===== src/bdq_pkg.sv =====
// ----------------------------------------------------------------------------
// bdq_pkg : shared types and constants of the bounded deque
// Depth, field widths, command and status codes, and the transfer structs.
// ----------------------------------------------------------------------------
package bdq_pkg;

    localparam int DEPTH  = 16;
    localparam int IDX_W  = (DEPTH > 1) ? $clog2(DEPTH) : 1;
    localparam int CNT_W  = $clog2(DEPTH + 1);
    localparam int SUM_W  = IDX_W + 1;
    localparam int WORD_W = 32;

    localparam logic [2:0] CMD_PUSH_FRONT = 3'd0;
    localparam logic [2:0] CMD_PUSH_BACK  = 3'd1;
    localparam logic [2:0] CMD_POP_FRONT  = 3'd2;
    localparam logic [2:0] CMD_POP_BACK   = 3'd3;
    localparam logic [2:0] CMD_UPDATE     = 3'd4;

    localparam logic [1:0] ST_OK      = 2'd0;
    localparam logic [1:0] ST_EMPTY   = 2'd1;
    localparam logic [1:0] ST_FULL    = 2'd2;
    localparam logic [1:0] ST_NOMATCH = 2'd3;

    typedef struct packed {
        logic [2:0]               cmd;
        logic signed [WORD_W-1:0] value;
        logic signed [WORD_W-1:0] match_value;
    } bdq_item_t;

    typedef struct packed {
        logic [1:0]       status;
        logic [CNT_W-1:0] entry_count;
    } bdq_result_t;

    typedef struct packed {
        logic                     we;
        logic [IDX_W-1:0]         addr;
        logic signed [WORD_W-1:0] data;
    } bdq_wr_t;

endpackage


===== src/bounded_deque_with_update.sv =====
// ----------------------------------------------------------------------------
// bounded_deque_with_update : bounded double-ended queue with in-place update
// Holds up to DEPTH signed words in a circular store, front to back.
// ----------------------------------------------------------------------------
// Usage:
//   A command transfers on a rising edge where start is high and busy is low.
//   item.cmd selects push front, push back, pop front, pop back or update;
//   item.value is the word pushed or the replacement, item.match_value the
//   word that update searches for. Popped words are discarded.
//   Every command gives one result: done is high for exactly one cycle with
//   result.status (ok, empty, full, no match) and result.entry_count, the
//   count held after the command. The receiver cannot hold results off.
// Timing:
//   Push, pop and unknown codes: result in the cycle after the transfer,
//   busy stays low, so one command per cycle.
//   Update: one pass of the shared compare unit per entry, a store read
//   state then a compare state, walking from the front and stopping at the
//   first match or after the back entry; busy is high
//   until the result cycle, where the next command may already transfer.
// Reset:
//   rst_n clears the count and front position; the deque is empty and no
//   result is pending. Store contents are not cleared; only held entries
//   are ever read.
// ----------------------------------------------------------------------------
module bounded_deque_with_update (
    input  logic                 clk,
    input  logic                 rst_n,
    input  logic                 start,
    output logic                 busy,
    input  bdq_pkg::bdq_item_t   item,
    output logic                 done,
    output bdq_pkg::bdq_result_t result
);
    import bdq_pkg::*;

    localparam logic [1:0] S_IDLE = 2'd0;
    localparam logic [1:0] S_READ = 2'd1;
    localparam logic [1:0] S_CMP  = 2'd2;

    logic [1:0]               state_reg, state_next;
    logic [IDX_W-1:0]         front_reg, front_next;
    logic [CNT_W-1:0]         occ_reg, occ_next;
    logic [IDX_W-1:0]         pos_reg, pos_next;
    logic [CNT_W-1:0]         scan_cnt_reg, scan_cnt_next;
    logic signed [WORD_W-1:0] value_reg, value_next;
    logic signed [WORD_W-1:0] match_reg, match_next;
    logic                     done_reg, done_next;
    bdq_result_t              result_reg, result_next;

    bdq_wr_t                  mem_wr;
    logic signed [WORD_W-1:0] rdata;

    logic                     accept;
    logic                     full;
    logic                     empty;
    logic [IDX_W-1:0]         front_dec;
    logic [IDX_W-1:0]         front_inc;
    logic [IDX_W-1:0]         pos_inc;
    logic [SUM_W-1:0]         back_sum;
    logic [IDX_W-1:0]         back_slot;
    logic [CNT_W-1:0]         scan_cnt_inc;

    bdq_mem u_mem (
        .clk   (clk),
        .wr    (mem_wr),
        .raddr (pos_reg),
        .rdata (rdata)
    );

    assign accept = start && !busy;
    assign full   = (occ_reg == CNT_W'(DEPTH));
    assign empty  = (occ_reg == '0);

    assign front_dec = (front_reg == '0) ? IDX_W'(DEPTH - 1) : front_reg - 1'b1;
    assign front_inc = (front_reg == IDX_W'(DEPTH - 1)) ? '0 : front_reg + 1'b1;
    assign pos_inc   = (pos_reg == IDX_W'(DEPTH - 1)) ? '0 : pos_reg + 1'b1;

    // Slot just past the back; wraps at most once, as front < DEPTH and count <= DEPTH
    assign back_sum  = SUM_W'(front_reg) + SUM_W'(occ_reg);
    assign back_slot = (back_sum >= SUM_W'(DEPTH)) ? IDX_W'(back_sum - SUM_W'(DEPTH))
                                                   : IDX_W'(back_sum);

    assign scan_cnt_inc = scan_cnt_reg + 1'b1;

    always_comb
    begin
        state_next    = state_reg;
        front_next    = front_reg;
        occ_next      = occ_reg;
        pos_next      = pos_reg;
        scan_cnt_next = scan_cnt_reg;
        value_next    = value_reg;
        match_next    = match_reg;
        done_next     = 1'b0;
        result_next   = result_reg;
        mem_wr.we     = 1'b0;
        mem_wr.addr   = pos_reg;
        mem_wr.data   = value_reg;

        case (state_reg)
            S_IDLE:
            begin
                if (accept)
                begin
                    done_next          = 1'b1;
                    result_next.status = ST_OK;
                    case (item.cmd)
                        CMD_PUSH_FRONT:
                        begin
                            if (full)
                            begin
                                result_next.status = ST_FULL;
                            end
                            else
                            begin
                                mem_wr.we   = 1'b1;
                                mem_wr.addr = front_dec;
                                mem_wr.data = item.value;
                                front_next  = front_dec;
                                occ_next    = occ_reg + 1'b1;
                            end
                        end
                        CMD_PUSH_BACK:
                        begin
                            if (full)
                            begin
                                result_next.status = ST_FULL;
                            end
                            else
                            begin
                                mem_wr.we   = 1'b1;
                                mem_wr.addr = back_slot;
                                mem_wr.data = item.value;
                                occ_next    = occ_reg + 1'b1;
                            end
                        end
                        CMD_POP_FRONT:
                        begin
                            if (empty)
                            begin
                                result_next.status = ST_EMPTY;
                            end
                            else
                            begin
                                front_next = front_inc;
                                occ_next   = occ_reg - 1'b1;
                            end
                        end
                        CMD_POP_BACK:
                        begin
                            if (empty)
                            begin
                                result_next.status = ST_EMPTY;
                            end
                            else
                            begin
                                occ_next = occ_reg - 1'b1;
                            end
                        end
                        CMD_UPDATE:
                        begin
                            if (empty)
                            begin
                                result_next.status = ST_EMPTY;
                            end
                            else
                            begin
                                // hold the result until the walk finishes
                                done_next     = 1'b0;
                                pos_next      = front_reg;
                                scan_cnt_next = '0;
                                value_next    = item.value;
                                match_next    = item.match_value;
                                state_next    = S_READ;
                            end
                        end
                        default:
                        begin
                            result_next.status = ST_OK;
                        end
                    endcase
                    result_next.entry_count = occ_next;
                end
            end
            S_READ:
            begin
                state_next = S_CMP;
            end
            S_CMP:
            begin
                if (rdata == match_reg)
                begin
                    mem_wr.we               = 1'b1;
                    mem_wr.addr             = pos_reg;
                    mem_wr.data             = value_reg;
                    done_next               = 1'b1;
                    result_next.status      = ST_OK;
                    result_next.entry_count = occ_reg;
                    state_next              = S_IDLE;
                end
                else if (scan_cnt_inc == occ_reg)
                begin
                    done_next               = 1'b1;
                    result_next.status      = ST_NOMATCH;
                    result_next.entry_count = occ_reg;
                    state_next              = S_IDLE;
                end
                else
                begin
                    // advance to the next entry towards the back
                    pos_next      = pos_inc;
                    scan_cnt_next = scan_cnt_inc;
                    state_next    = S_READ;
                end
            end
            default:
            begin
                state_next = S_IDLE;
            end
        endcase
    end

    always_ff @(posedge clk or negedge rst_n)
    begin
        if (!rst_n)
        begin
            state_reg    <= S_IDLE;
            front_reg    <= '0;
            occ_reg      <= '0;
            scan_cnt_reg <= '0;
            done_reg     <= 1'b0;
        end
        else
        begin
            state_reg    <= state_next;
            front_reg    <= front_next;
            occ_reg      <= occ_next;
            scan_cnt_reg <= scan_cnt_next;
            done_reg     <= done_next;
        end
    end

    always_ff @(posedge clk)
    begin
        pos_reg    <= pos_next;
        value_reg  <= value_next;
        match_reg  <= match_next;
        result_reg <= result_next;
    end

    assign busy   = (state_reg != S_IDLE);
    assign done   = done_reg;
    assign result = result_reg;

    a_occ_bound: assert property (@(posedge clk) disable iff (!rst_n)
        occ_reg <= CNT_W'(DEPTH))
        else $error("occupancy beyond depth");

    a_done_source: assert property (@(posedge clk) disable iff (!rst_n)
        done_reg |-> ($past(accept) || $past(state_reg == S_CMP)))
        else $error("result without a transfer or a finished walk");

    a_count_match: assert property (@(posedge clk) disable iff (!rst_n)
        done_reg |-> (result_reg.entry_count == occ_reg))
        else $error("reported count differs from occupancy");

    a_full_status: assert property (@(posedge clk) disable iff (!rst_n)
        (done_reg && result_reg.status == ST_FULL) |-> (occ_reg == CNT_W'(DEPTH)))
        else $error("full reported on a list with room");

    a_scan_bound: assert property (@(posedge clk) disable iff (!rst_n)
        (state_reg != S_IDLE) |-> (scan_cnt_reg < occ_reg))
        else $error("walk ran past the back");

endmodule


===== src/bdq_mem.sv =====
// ----------------------------------------------------------------------------
// bdq_mem : entry store of the deque
// One write port and one read port with registered read data.
// ----------------------------------------------------------------------------
module bdq_mem (
    input  logic                          clk,
    input  bdq_pkg::bdq_wr_t              wr,
    input  logic [bdq_pkg::IDX_W-1:0]     raddr,
    output logic signed [bdq_pkg::WORD_W-1:0] rdata
);
    import bdq_pkg::*;

    logic signed [WORD_W-1:0] mem [DEPTH];
    logic signed [WORD_W-1:0] rdata_reg;

    always_ff @(posedge clk)
    begin
        if (wr.we)
        begin
            mem[wr.addr] <= wr.data;
        end
        rdata_reg <= mem[raddr];
    end

    assign rdata = rdata_reg;

endmodule


===== config.mk =====
export PLATFORM = sky130hd
export DESIGN_NAME = bounded_deque_with_update
export DESIGN_NICKNAME = d
export VERILOG_FILES = /design/src/bdq_pkg.sv /design/src/bounded_deque_with_update.sv /design/src/bdq_mem.sv
export SDC_FILE = /design/constraint.sdc
export NUM_CORES = 1
export LEC_CHECK = 0
export ABC_AREA = 1
export BUFFER_PORTS_ARGS = -buffer_cell sky130_fd_sc_hd__buf_2
export CAP_MARGIN = 25
export CORE_UTILIZATION = 50
export CTS_CLUSTER_DIAMETER = 100
export DETAILED_ROUTE_END_ITERATION = 10
export HOLD_SLACK_MARGIN = 0.06
export MAX_ROUTING_LAYER = met4
export PLACE_DENSITY = 0.77
export SYNTH_ARGS = -nofsm -noshare
export SYNTH_HDL_FRONTEND = slang
export SYNTH_HIERARCHICAL = 1
export SYNTH_SLANG_ARGS = --single-unit

===== constraint.sdc =====
create_clock -name clk -period 9.6 [get_ports clk]
set_clock_uncertainty 0.15 [all_clocks]
set_input_delay 1.92 -clock clk [delete_from_list [all_inputs] [get_ports clk]]
set_output_delay 1.92 -clock clk [all_outputs]
set_load 0.005 [all_outputs]

==> results of run 1 <==
[cells in the mapped netlist]
master,n
a21oi_1,8
a21oi_2,2
and3_1,1
buf_1,14
buf_12,3
buf_2,42
buf_4,7
buf_6,32
clkbuf_1,16
dfrtp_1,17
dfxtp_1,32
edfxtp_1,587
fa_1,1
ha_1,9
inv_1,436
inv_2,9
inv_4,1
mux2_2,7
nand2_1,861
nand2_2,2
nand2_4,2
nand3_1,415
nand3_2,1
nand3b_1,2
nand4_1,3
nor2_1,40
nor2_2,1
nor2_8,1
nor3_1,4
o211ai_1,3
o21ai_0,27
o21ai_2,1
o22ai_1,6
o31ai_1,1
or2_2,1
xnor2_1,28
xor2_1,7
[final timing paths]
path	slack (ns)	endpoint	cells after the start	from
worst max-delay path	4.69	u_mem/mem[3][27]	11	start
worst min-delay path	0.35	state_reg[1]	1	state_reg[1]
worst max register to register	5.35	u_mem/mem[3][27]	13	occ_reg[1]
worst min register to register	0.35	state_reg[1]	1	state_reg[1]
max in group asynchronous	7.88	scan_cnt_reg[2]	1	rst_n
min in group asynchronous	1.12	occ_reg[0]	1	rst_n
[kinds of logic (layout without fill, tap and decap cells)]
logic type | Yosys count | count (layout) | synth area share [%]
adder cells (fa/ha/maj) | 10 | 10 | 0.4814
buffers and inverters | 560 | 678 | 8.975
XOR/XNOR | 35 | 35 | 1.113
flip-flops | 636 | 636 | 67.85
multiplexers | 7 | 7 | 0.2861
AO/OA/AOI/OAI | 48 | 48 | 0.9765
AND/OR/NAND/NOR | 1334 | 1334 | 20.32
[report_power, final]
part           switching (mW)  leakage [nW]  total [mW]  internal (mW)
Clock                    1.06          1.07        2.55           1.49
Sequential              0.116          5.79        3.40           3.28
Combinational            1.34          6.19        1.89          0.556
Total                    2.51          13.0        7.84           5.33
[metal layers]
layer | wire, microns | part of all wire [%] | track usage (%) | up-vias
li1 | - | - | - | 8643
met1 | 25220 | 40 | 30.04 | 8821
met2 | 30730 | 48 | 38.20 | 922
met3 | 5685 | 8.9 | 4.092 | 180
met4 | 2146 | 3.4 | 9.032 | 0
met5 | 0 | 0 | - | -
[cell type report]
type,instances,area share [%]
timing repair buffer,110,2.359
multi-input combinational,1434,21.23
sequential,636,60.98
inverter,446,5.498
clock inverter,36,1.122
tap,696,2.841
clock buffer,86,5.964
[worst max-delay path, stage by stage]
cell and delay (ns):
buf_2 0.08, nand2_2 0.06, nor2_1 0.26, inv_2 0.14, nor2_8 0.12, buf_4 0.48
mux2_2 0.44, nor2_1 0.11, nand2_1 0.24, nor2_4 0.64, buf_4 0.46
[per-stage QoR]
step / hold slack [ns] / setup WS (ns)
after floorplan: 0.2947 / 2.300
after global placement: 0.3336 / 4.178
after detailed placement: 0.3369 / 4.131
after CTS: 0.3491 / 4.745
after global routing: 0.3731 / 4.531
final: 0.3455 / 4.689
==> impl_metrics.env, run 1 <==
export IMPL_n_fill_cell=4201
export IMPL_cts_clk_slew_worst_paths_ns=0.06
export IMPL_postCtsSetupRepairBufs=0
export IMPL_drive_above_1_share_pct=9.461
export IMPL_seq_area_sq_um=18690
export IMPL_core_area_sq_um=54130
export IMPL_dp_cells=3322
export IMPL_status="finished clean"
export IMPL_largest_reg_flops=512
export IMPL_synthToLayoutAreaGrowth_pct=11.27
export IMPL_die_area_sq_um=56040
export IMPL_fin_util_pct=56.63
export IMPL_synthesis_area_sq_um=27550
export IMPL_layout_common_cells="nand2_1, edfxtp_1, inv_1"
export IMPL_fin_crit_sh_pct=51.15
export IMPL_cp_arrival_ns=5.01
export IMPL_nNetsFinal=2774
export IMPL_drc=0
export IMPL_design_area_sq_um=30650
export IMPL_grt_pass1_vias=18422
export IMPL_finalSetupTns_ns=0
export IMPL_setup_viol=0
export IMPL_dr_pass1_iters=5
export IMPL_drv_slew=0
export IMPL_yosys_area_top_type="edfxtp_1"
export IMPL_clk_insertion_delay_late_ns=0.61
export IMPL_hp_class="flip-flop to flip-flop"
export IMPL_max_clock_freq_mhz=203.6
export IMPL_die_x_microns=236.7
export IMPL_period_needed_ns=4.911
export IMPL_relSlewSlack_pct=30.63
export IMPL_synth_distinct_cells=37
export IMPL_ys_seq_area_share_pct=67.85
export IMPL_netlist_top_cells_area="edfxtp_1, nand2_1, nand3_1, inv_1, dfxtp_1"
export IMPL_drtIter0Drc=2114
export IMPL_cts_tree="yes"
export IMPL_dp_hpwl_microns=35550
export IMPL_die_h_microns=236.7
export IMPL_drtAntennaViolNets=0
export IMPL_cts_buffers=66
export IMPL_cap_viol_max_count=0
export IMPL_htreeDepth=3
export IMPL_antenna_found_initial=0
export IMPL_placed_cell_area_sq_um=28480
export IMPL_wire_per_inst_microns=18.52
export IMPL_num_io_pins=79
export IMPL_syn_area_per_cell_sq_um=10.47
export IMPL_clock_root_buffer="clkbuf_16"
export IMPL_end_kind="flip-flop"
export IMPL_stdcell_count=3444
export IMPL_syn_nets=2710
export IMPL_grt_max_degree=165
export IMPL_layout_commonest_cell="nand2_1"
export IMPL_synthDominantCellAreaShare_pct=63.98
export IMPL_postCtsHoldBufs=0
export IMPL_rows=85
export IMPL_vias=18566
export IMPL_num_antenna_cells=0
export IMPL_vias_per_cell=5.391
export IMPL_power_density_nw_per_um2=255.6
export IMPL_irDropWorstVdd_uv=204.3
export IMPL_grt_overflow=0
export IMPL_gp_congestion=0.8872
export IMPL_clock_sinks=636
export IMPL_grt_first_pass_wirelength_microns=99320
export IMPL_top_register="u_mem/mem"
export IMPL_syn_inst=2630
export IMPL_routed_wl_microns=63780
export IMPL_leakage_nw=13.05
export IMPL_hold_viol=0
export IMPL_rsz0062_at_grt="no"
export IMPL_worstMarginPinSlew_ns=1.041
export IMPL_ys_warnings_count=6
export IMPL_cp_required_ns=9.70
export IMPL_grt_use_total_pct=23.69
export IMPL_setup_worst_path_start_class="primary input"
export IMPL_crit_fanout=37
export IMPL_crit_type="primary input to flip-flop"
export IMPL_initial_utilization_pct=50.89
export IMPL_ys_ff_latch=636
export IMPL_clockBufferDepth=3
export IMPL_cts_resized_gates=0
export IMPL_io_buffers=78
export IMPL_multi_input_area_sq_um=6509
export IMPL_totalPowerFinal_mw=7.836
(Power assumes the default switching activity.)
==> inputs of run 2 (changes only) <==
--- a/config.mk
+++ b/config.mk
@@ -5,7 +5,7 @@
 export SDC_FILE = /design/constraint.sdc
 export NUM_CORES = 1
 export LEC_CHECK = 0
-export ABC_AREA = 1
+export ABC_AREA = 0
 export BUFFER_PORTS_ARGS = -buffer_cell sky130_fd_sc_hd__buf_2
 export CAP_MARGIN = 25
 export CORE_UTILIZATION = 50
@@ -13,7 +13,7 @@
 export DETAILED_ROUTE_END_ITERATION = 10
 export HOLD_SLACK_MARGIN = 0.06
 export MAX_ROUTING_LAYER = met4
-export PLACE_DENSITY = 0.77
+export PLACE_DENSITY = 0.8
 export SYNTH_ARGS = -nofsm -noshare
 export SYNTH_HDL_FRONTEND = slang
 export SYNTH_HIERARCHICAL = 1
==> constraint.sdc (replaced) <==
create_clock -name clk -period 4.1 [get_ports clk]
set_clock_uncertainty 0.15 [all_clocks]
set_input_delay 0.82 -clock clk [delete_from_list [all_inputs] [get_ports clk]]
set_output_delay 0.82 -clock clk [all_outputs]
set_load 0.005 [all_outputs]
==> run 2 against run 1 <==
Worst hold slack got worse by 0.13 ns. First-iteration DRC count fell by 23%. Synthesized area is 11% lower. Clock-buffer cell count shrank 11. Highest routed layer unchanged.
==> impl_metrics.env, run 2 <==
export IMPL_ff2ff_setup_slack_ns=0.13
export IMPL_setup_worst_path_start_class="flip-flop"
export IMPL_synth_most_common_cell="edfxtp_1"
export IMPL_largest_reg_flops=512
export IMPL_drv_slew=0
export IMPL_grt_pass1_vias=13011
export IMPL_cp_arrival_ns=4.09
export IMPL_clock_sinks=636
export IMPL_routed_wl_microns=55200
export IMPL_ys_ff_latch=636
export IMPL_hp_class="primary input to flip-flop"
export IMPL_synthesis_area_sq_um=24490
export IMPL_initial_utilization_pct=50.96
export IMPL_die_area_sq_um=49860
export IMPL_leakage_nw=9.451
export IMPL_synthTopCellsByCount="edfxtp_1, nand2_1, mux4_2"
export IMPL_ys_seq_area_share_pct=76.34
export IMPL_vias=12732
export IMPL_crit_start="occ_reg[1]"
export IMPL_cap_viol_max_count=0
export IMPL_drc=0
export IMPL_regToRegStartpoint="occ_reg[1]"
export IMPL_finalSetupTns_ns=0
export IMPL_grt_overflow=0
export IMPL_num_io_pins=79
export IMPL_status="finished clean"
export IMPL_wire_per_inst_microns=26.54
export IMPL_n_fill_cell=3300
export IMPL_syn_inst=1275
export IMPL_fin_crit_sh_pct=96.74
export IMPL_die_x_microns=223.3
export IMPL_cp_endpoint="u_mem/mem[12][30]"
export IMPL_cts_resized_gates=0
export IMPL_cts_tree="yes"
export IMPL_cts_clk_slew_worst_paths_ns=0.06
export IMPL_netlist_top_cells_area="edfxtp_1, mux4_2, dfxtp_1, nand2_1, a22oi_1"
export IMPL_layout_commonest_cell="edfxtp_1"
export IMPL_clock_root_buffer="clkbuf_16"
export IMPL_syn_nets=1355
export IMPL_grt_max_degree=66
export IMPL_cts_buffers=59
export IMPL_io_buffers=78
export IMPL_synth_edf_count=587
export IMPL_period_needed_ns=3.966
export IMPL_top_register="u_mem/mem"
export IMPL_synth_distinct_cells=51
export IMPL_htreeDepth=2
export IMPL_rows=80
export IMPL_postSynth_topFlopCell="edfxtp_1"
export IMPL_antenna_found_initial=1
export IMPL_core_area_sq_um=48050
export IMPL_drtIter0Drc=1626
export IMPL_design_area_sq_um=28230
export IMPL_synthArstFlopShare_pct=2.673
export IMPL_hold_viol=0
export IMPL_irDropWorstVdd_uv=581.0
export IMPL_clockBufferDepth=3
export IMPL_layout_common_cells="edfxtp_1, nand2_1, mux4_2"
export IMPL_placed_cell_area_sq_um=26140
export IMPL_setup_viol=0
export IMPL_worstMarginPinSlew_ns=1.121
export IMPL_crit_fanout=32
export IMPL_dr_pass1_iters=5
export IMPL_grt_use_total_pct=23.21
export IMPL_syn_area_per_cell_sq_um=19.20
export IMPL_relSlewSlack_pct=25.12
export IMPL_grt_first_pass_wirelength_microns=81810
export IMPL_crit_type="flip-flop to flip-flop"
export IMPL_drive_above_1_share_pct=26.04
export IMPL_nNetsFinal=1494
export IMPL_gp_congestion=0.8995
export IMPL_rsz0062_at_grt="yes"
export IMPL_dp_hpwl_microns=32110
export IMPL_reg2reg_to="u_mem/mem[12][30]"
export IMPL_yosys_area_top_type="edfxtp_1"
export IMPL_synthDominantCellAreaShare_pct=71.99
export IMPL_end_kind="flip-flop"
export IMPL_clk_insertion_delay_late_ns=0.63
export IMPL_drtAntennaViolNets=0
export IMPL_r2r_cells=10
export IMPL_power_density_nw_per_um2=609.3
export IMPL_die_h_microns=223.3
export IMPL_ys_warnings_count=6
export IMPL_synthToLayoutAreaGrowth_pct=15.31
export IMPL_fin_hold_ws_ns=0.2144
export IMPL_max_clock_freq_mhz=252.1
export IMPL_cp_required_ns=4.22
export IMPL_vias_per_cell=6.121
[run 2: changes by cell type in the layout (fill, tap and decap cells not counted), moves of 14 or more]
| cell | delta |
|---|---|
| nor2_1 | -15 |
| xnor2_1 | -19 |
| xor2_1 | +32 |
| inv_1 | -419 |
| nand2_1 | -711 |
| buf_12 | +14 |
| a22oi_1 | +66 |
| mux4_2 | +128 |
| nand3_1 | -402 |
| buf_4 | +15 |
[run 2: worst max-delay path, cell delays in order (launching register included)]
cell	delay (ns)
dfrtp_1	0.48
inv_1	0.19
ha_1	0.24
nor3b_1	0.40
nand2_1	0.20
nand2_1	0.22
nor2_4	0.06
o21ai_0	0.53
nand3_1	0.52
nor3_4	0.33
buf_12	0.32
[run 2: area by class of cell]
| cell class | instances | area, sq um | share of cell area, % |
|---|---|---|---|
| clock buffers | 75 | 1536 | 5.442 |
| multi-input cells | 564 | 5625 | 19.92 |
| flip-flops and latches | 636 | 18690 | 66.21 |
| clock inverters | 35 | 501.7 | 1.777 |
| diodes | 2 | 5.005 | 0.01773 |
| repair buffers | 137 | 1044 | 3.696 |
| inverters | 16 | 60.06 | 0.2127 |
| well taps | 615 | 769.5 | 2.725 |
[run 2: timing repair]
action	in CTS	in global routing
hold endpoints to repair	17	0
setup buffers	0	2
setup endpoints to repair	0	23
hold buffers	1	0
[run 2: stage by stage]
stage	total power [mW]	instances	util (%)	worst slack, ns
2_1_floorplan	10.37	1275	-	-0.8721
3_3_place_gp	11.40	1964	54.40	0.4600
3_5_place_dp	11.50	1964	54.40	0.3630
4_1_cts	17.25	2075	58.67	0.2506
5_1_grt	17.79	2080	58.77	-0.008073
6_report	17.20	2080	58.77	0.1336
[run 2: worst min-delay path by stage]
stage	startpoint	to	slack (ns)	depth (start not counted)
2_1_floorplan	state_reg[0]	done	0.33	1
3_3_place_gp	state_reg[0]	done	0.38	1
3_5_place_dp	state_reg[0]	done	0.40	1
4_1_cts	item[29]	match_reg[29]	0.19	1
5_1_grt	item[21]	match_reg[21]	0.19	1
6_report	item[29]	match_reg[29]	0.21	1
[run 2: cell families after synthesis]
logic type,count (synthesis),share of synthesized area (%)
AO/OA/AOI/OAI,140,3.883
XOR/XNOR,48,1.717
buffers and inverters,75,1.395
AND/OR/NAND/NOR,235,4.221
adder cells (fa/ha/maj),10,0.5417
multiplexers,131,11.90
flip-flops,636,76.34
[run 2: layer usage]
| metal | up-vias | wire, microns | GRT usage, % |
|---|---|---|---|
| li1 | 5393 | - | - |
| met1 | 6556 | 21190 | 30.16 |
| met2 | 664 | 27120 | 36.65 |
| met3 | 119 | 5078 | 4.886 |
| met4 | 0 | 1821 | 8.065 |
| met5 | - | 0 | - |
[run 2: power by group]
| group | switching (mW) | leakage, nW | internal (mW) |
|---|---|---|---|
| Combinational | 2.05 | 2.68 | 1.43 |
| Clock | 2.38 | 0.986 | 3.36 |
| Sequential | 0.293 | 5.78 | 7.68 |
| Total | 4.73 | 9.45 | 12.5 |
==> inputs of run 3 (changes only) <==
--- a/config.mk
+++ b/config.mk
@@ -8,6 +8,7 @@
 export ABC_AREA = 0
 export BUFFER_PORTS_ARGS = -buffer_cell sky130_fd_sc_hd__buf_2
 export CAP_MARGIN = 25
+export CORE_ASPECT_RATIO = 0.8
 export CORE_UTILIZATION = 50
 export CTS_CLUSTER_DIAMETER = 100
 export DETAILED_ROUTE_END_ITERATION = 10
==> run 3 against run 2 <==
Combinational power rose by 2%. Critical path type unchanged. Critical endpoint is now u_mem/mem[14][31]. Total power fell by 1.2%. First-iteration DRC count fell by 6.2%.
==> impl_metrics.env, run 3 (synthesis gave the netlist of run 2 again) <==
export IMPL_path_buf_inv=3
export IMPL_grt_overflow=0
export IMPL_path_common_cell="buf_4"
export IMPL_io_buffers=78
export IMPL_postCtsSetupRepairBufs=0
export IMPL_dr_pass1_iters=5
export IMPL_grt_first_pass_wirelength_microns=82520
export IMPL_grt_pass1_vias=13195
export IMPL_cap_viol_max_count=0
export IMPL_fin_crit_sh_pct=95.06
export IMPL_initial_utilization_pct=50.62
export IMPL_die_x_microns=249.4
export IMPL_drv_slew=0
export IMPL_wire_per_inst_microns=26.17
export IMPL_htreeDepth=2
export IMPL_clk_insertion_delay_late_ns=0.62
export IMPL_vias_per_cell=6.103
export IMPL_n_fill_cell=3299
export IMPL_regToRegStartpoint="match_reg[12]"
export IMPL_postCtsHoldBufs=1
export IMPL_cp_endpoint="u_mem/mem[14][31]"
export IMPL_setup_viol=0
export IMPL_clockBufferDepth=3
export IMPL_period_needed_ns=3.897
export IMPL_cp_slowest_cell="nor2_4"
export IMPL_num_io_pins=79
export IMPL_finalSetupTns_ns=0
export IMPL_dp_hpwl_microns=32050
export IMPL_drtIter0Drc=1525
export IMPL_finalWorstSetupSlack_ns=0.2025
export IMPL_clock_sinks=636
export IMPL_cts_tree="yes"
export IMPL_max_stage_delay_ns=0.89
export IMPL_cts_clk_slew_worst_paths_ns=0.06
export IMPL_cp_required_ns=4.25
export IMPL_crit_fanout=24
export IMPL_drc=0
export IMPL_cp_arrival_ns=4.05
export IMPL_rows=72
export IMPL_worstMarginPinSlew_ns=1.073
export IMPL_setup_worst_path_start_class="flip-flop"
export IMPL_place_worst_setup_slack_ns=0.2679
export IMPL_fin_hold_ws_ns=0.2222
export IMPL_die_h_microns=199.9
export IMPL_leakage_nw=9.489
export IMPL_gp_congestion=0.8315
export IMPL_max_clock_freq_mhz=256.6
export IMPL_hold_viol=0
export IMPL_grt_max_degree=132
export IMPL_ff2ff_setup_slack_ns=0.20
export IMPL_antenna_found_initial=1
export IMPL_relSlewSlack_pct=28.32
export IMPL_routed_wl_microns=55010
export IMPL_path_depth=11
export IMPL_crit_start="match_reg[12]"
export IMPL_cts_buffers=56
export IMPL_drive_above_1_share_pct=26.77
export IMPL_critPathTopFamily="simple AND/OR/NAND/NOR gates"
export IMPL_clock_root_buffer="clkbuf_16"
export IMPL_rsz0062_at_grt="no"
export IMPL_power_density_nw_per_um2=600.2
export IMPL_synthToLayoutAreaGrowth_pct=15.68
export IMPL_irDropWorstVdd_uv=418.3
export IMPL_status="finished clean"
export IMPL_largest_reg_flops=512
export IMPL_nNetsFinal=1506
export IMPL_vias=12829
export IMPL_layout_commonest_cell="edfxtp_1"
export IMPL_grt_use_total_pct=23.30
export IMPL_end_kind="flip-flop"
export IMPL_top_register="u_mem/mem"
export IMPL_drtAntennaViolNets=0
export IMPL_crit_type="flip-flop to flip-flop"
export IMPL_core_area_sq_um=48380
export IMPL_cts_resized_gates=0
export IMPL_r2r_cells=11
export IMPL_hp_class="primary input to flip-flop"
export IMPL_layout_common_cells="edfxtp_1, nand2_1, mux4_2"
export IMPL_die_area_sq_um=49870
export IMPL_reg2reg_to="u_mem/mem[14][31]"
export IMPL_cp_cell_sequence="xor2_1 -> nor4_1 -> buf_4 -> nand4_1 -> buf_4 -> nor2_1 -> nand2_1 -> nand2_1 -> nand3_1 -> nor2_4 -> buf_4"
==> run 3: changes by cell type in the layout (fill, tap and decap cells not counted), moves of 3 or more <==
cell,change
clkbuf_1,-3
clkbuf_16,-3
clkinv_4,-3
clkbuf_8,+5
buf_12,+4
buf_4,+11
==> run 3: worst min-delay path by stage <==
stage / from / slack [ns] / end / cells past startpoint
after CTS: item[11] / 0.20 / match_reg[11] / 1
after floorplan: state_reg[0] / 0.33 / done / 1
final: item[11] / 0.22 / match_reg[11] / 1
after global routing: item[24] / 0.20 / match_reg[24] / 1
after global placement: state_reg[0] / 0.36 / done / 1
after detailed placement: state_reg[0] / 0.37 / done / 1
==> run 3: where the power goes <==
group | switching [mW] | internal, mW | total [mW]
logic | 2.08 | 1.48 | 3.56
registers | 0.238 | 7.68 | 7.92
clock network | 2.33 | 3.19 | 5.53
total | 4.65 | 12.3 | 17.0
==> run 3: metal layers <==
layer / GRT usage, % / part of all wire, % / wire, microns
met1: 30.60 / 39 / 21470
met2: 36.87 / 48 / 26180
met3: 5.277 / 10 / 5758
met4: 6.813 / 2.9 / 1599
met5: - / 0 / 0
==> run 3: area by class of cell <==
class	count	area, sq um	share of cell area, %
diodes	1	2.502	0.008834
clock buffers	74	1519	5.362
clock inverters	30	432.9	1.528
inverters	16	60.06	0.2120
multi-input cells	564	5625	19.86
flip-flops and latches	636	18690	65.99
well taps	629	787.0	2.778
repair buffers	152	1206	4.258
==> run 3: worst reg2reg max path, delay by kind of cell, from the launching register on <==
family	cells	cell delay, ns
XOR/XNOR	1	0.18
buffers and inverters	3	0.78
AND/OR/NAND/NOR	7	2.04
flip-flops	1	0.41
==> run 3: per-stage QoR <==
stage                     utilization, %  total power, mW  area [sq um]  instances
after global routing               58.55            17.62         28330       2102
final                              58.55            17.00         28330       2102
after CTS                          58.55            17.07         28320       2101
after detailed placement           54.49            11.55         26360       1996
after floorplan                        -            10.37         24520       1275
after global placement             54.35            11.41         26290       1993
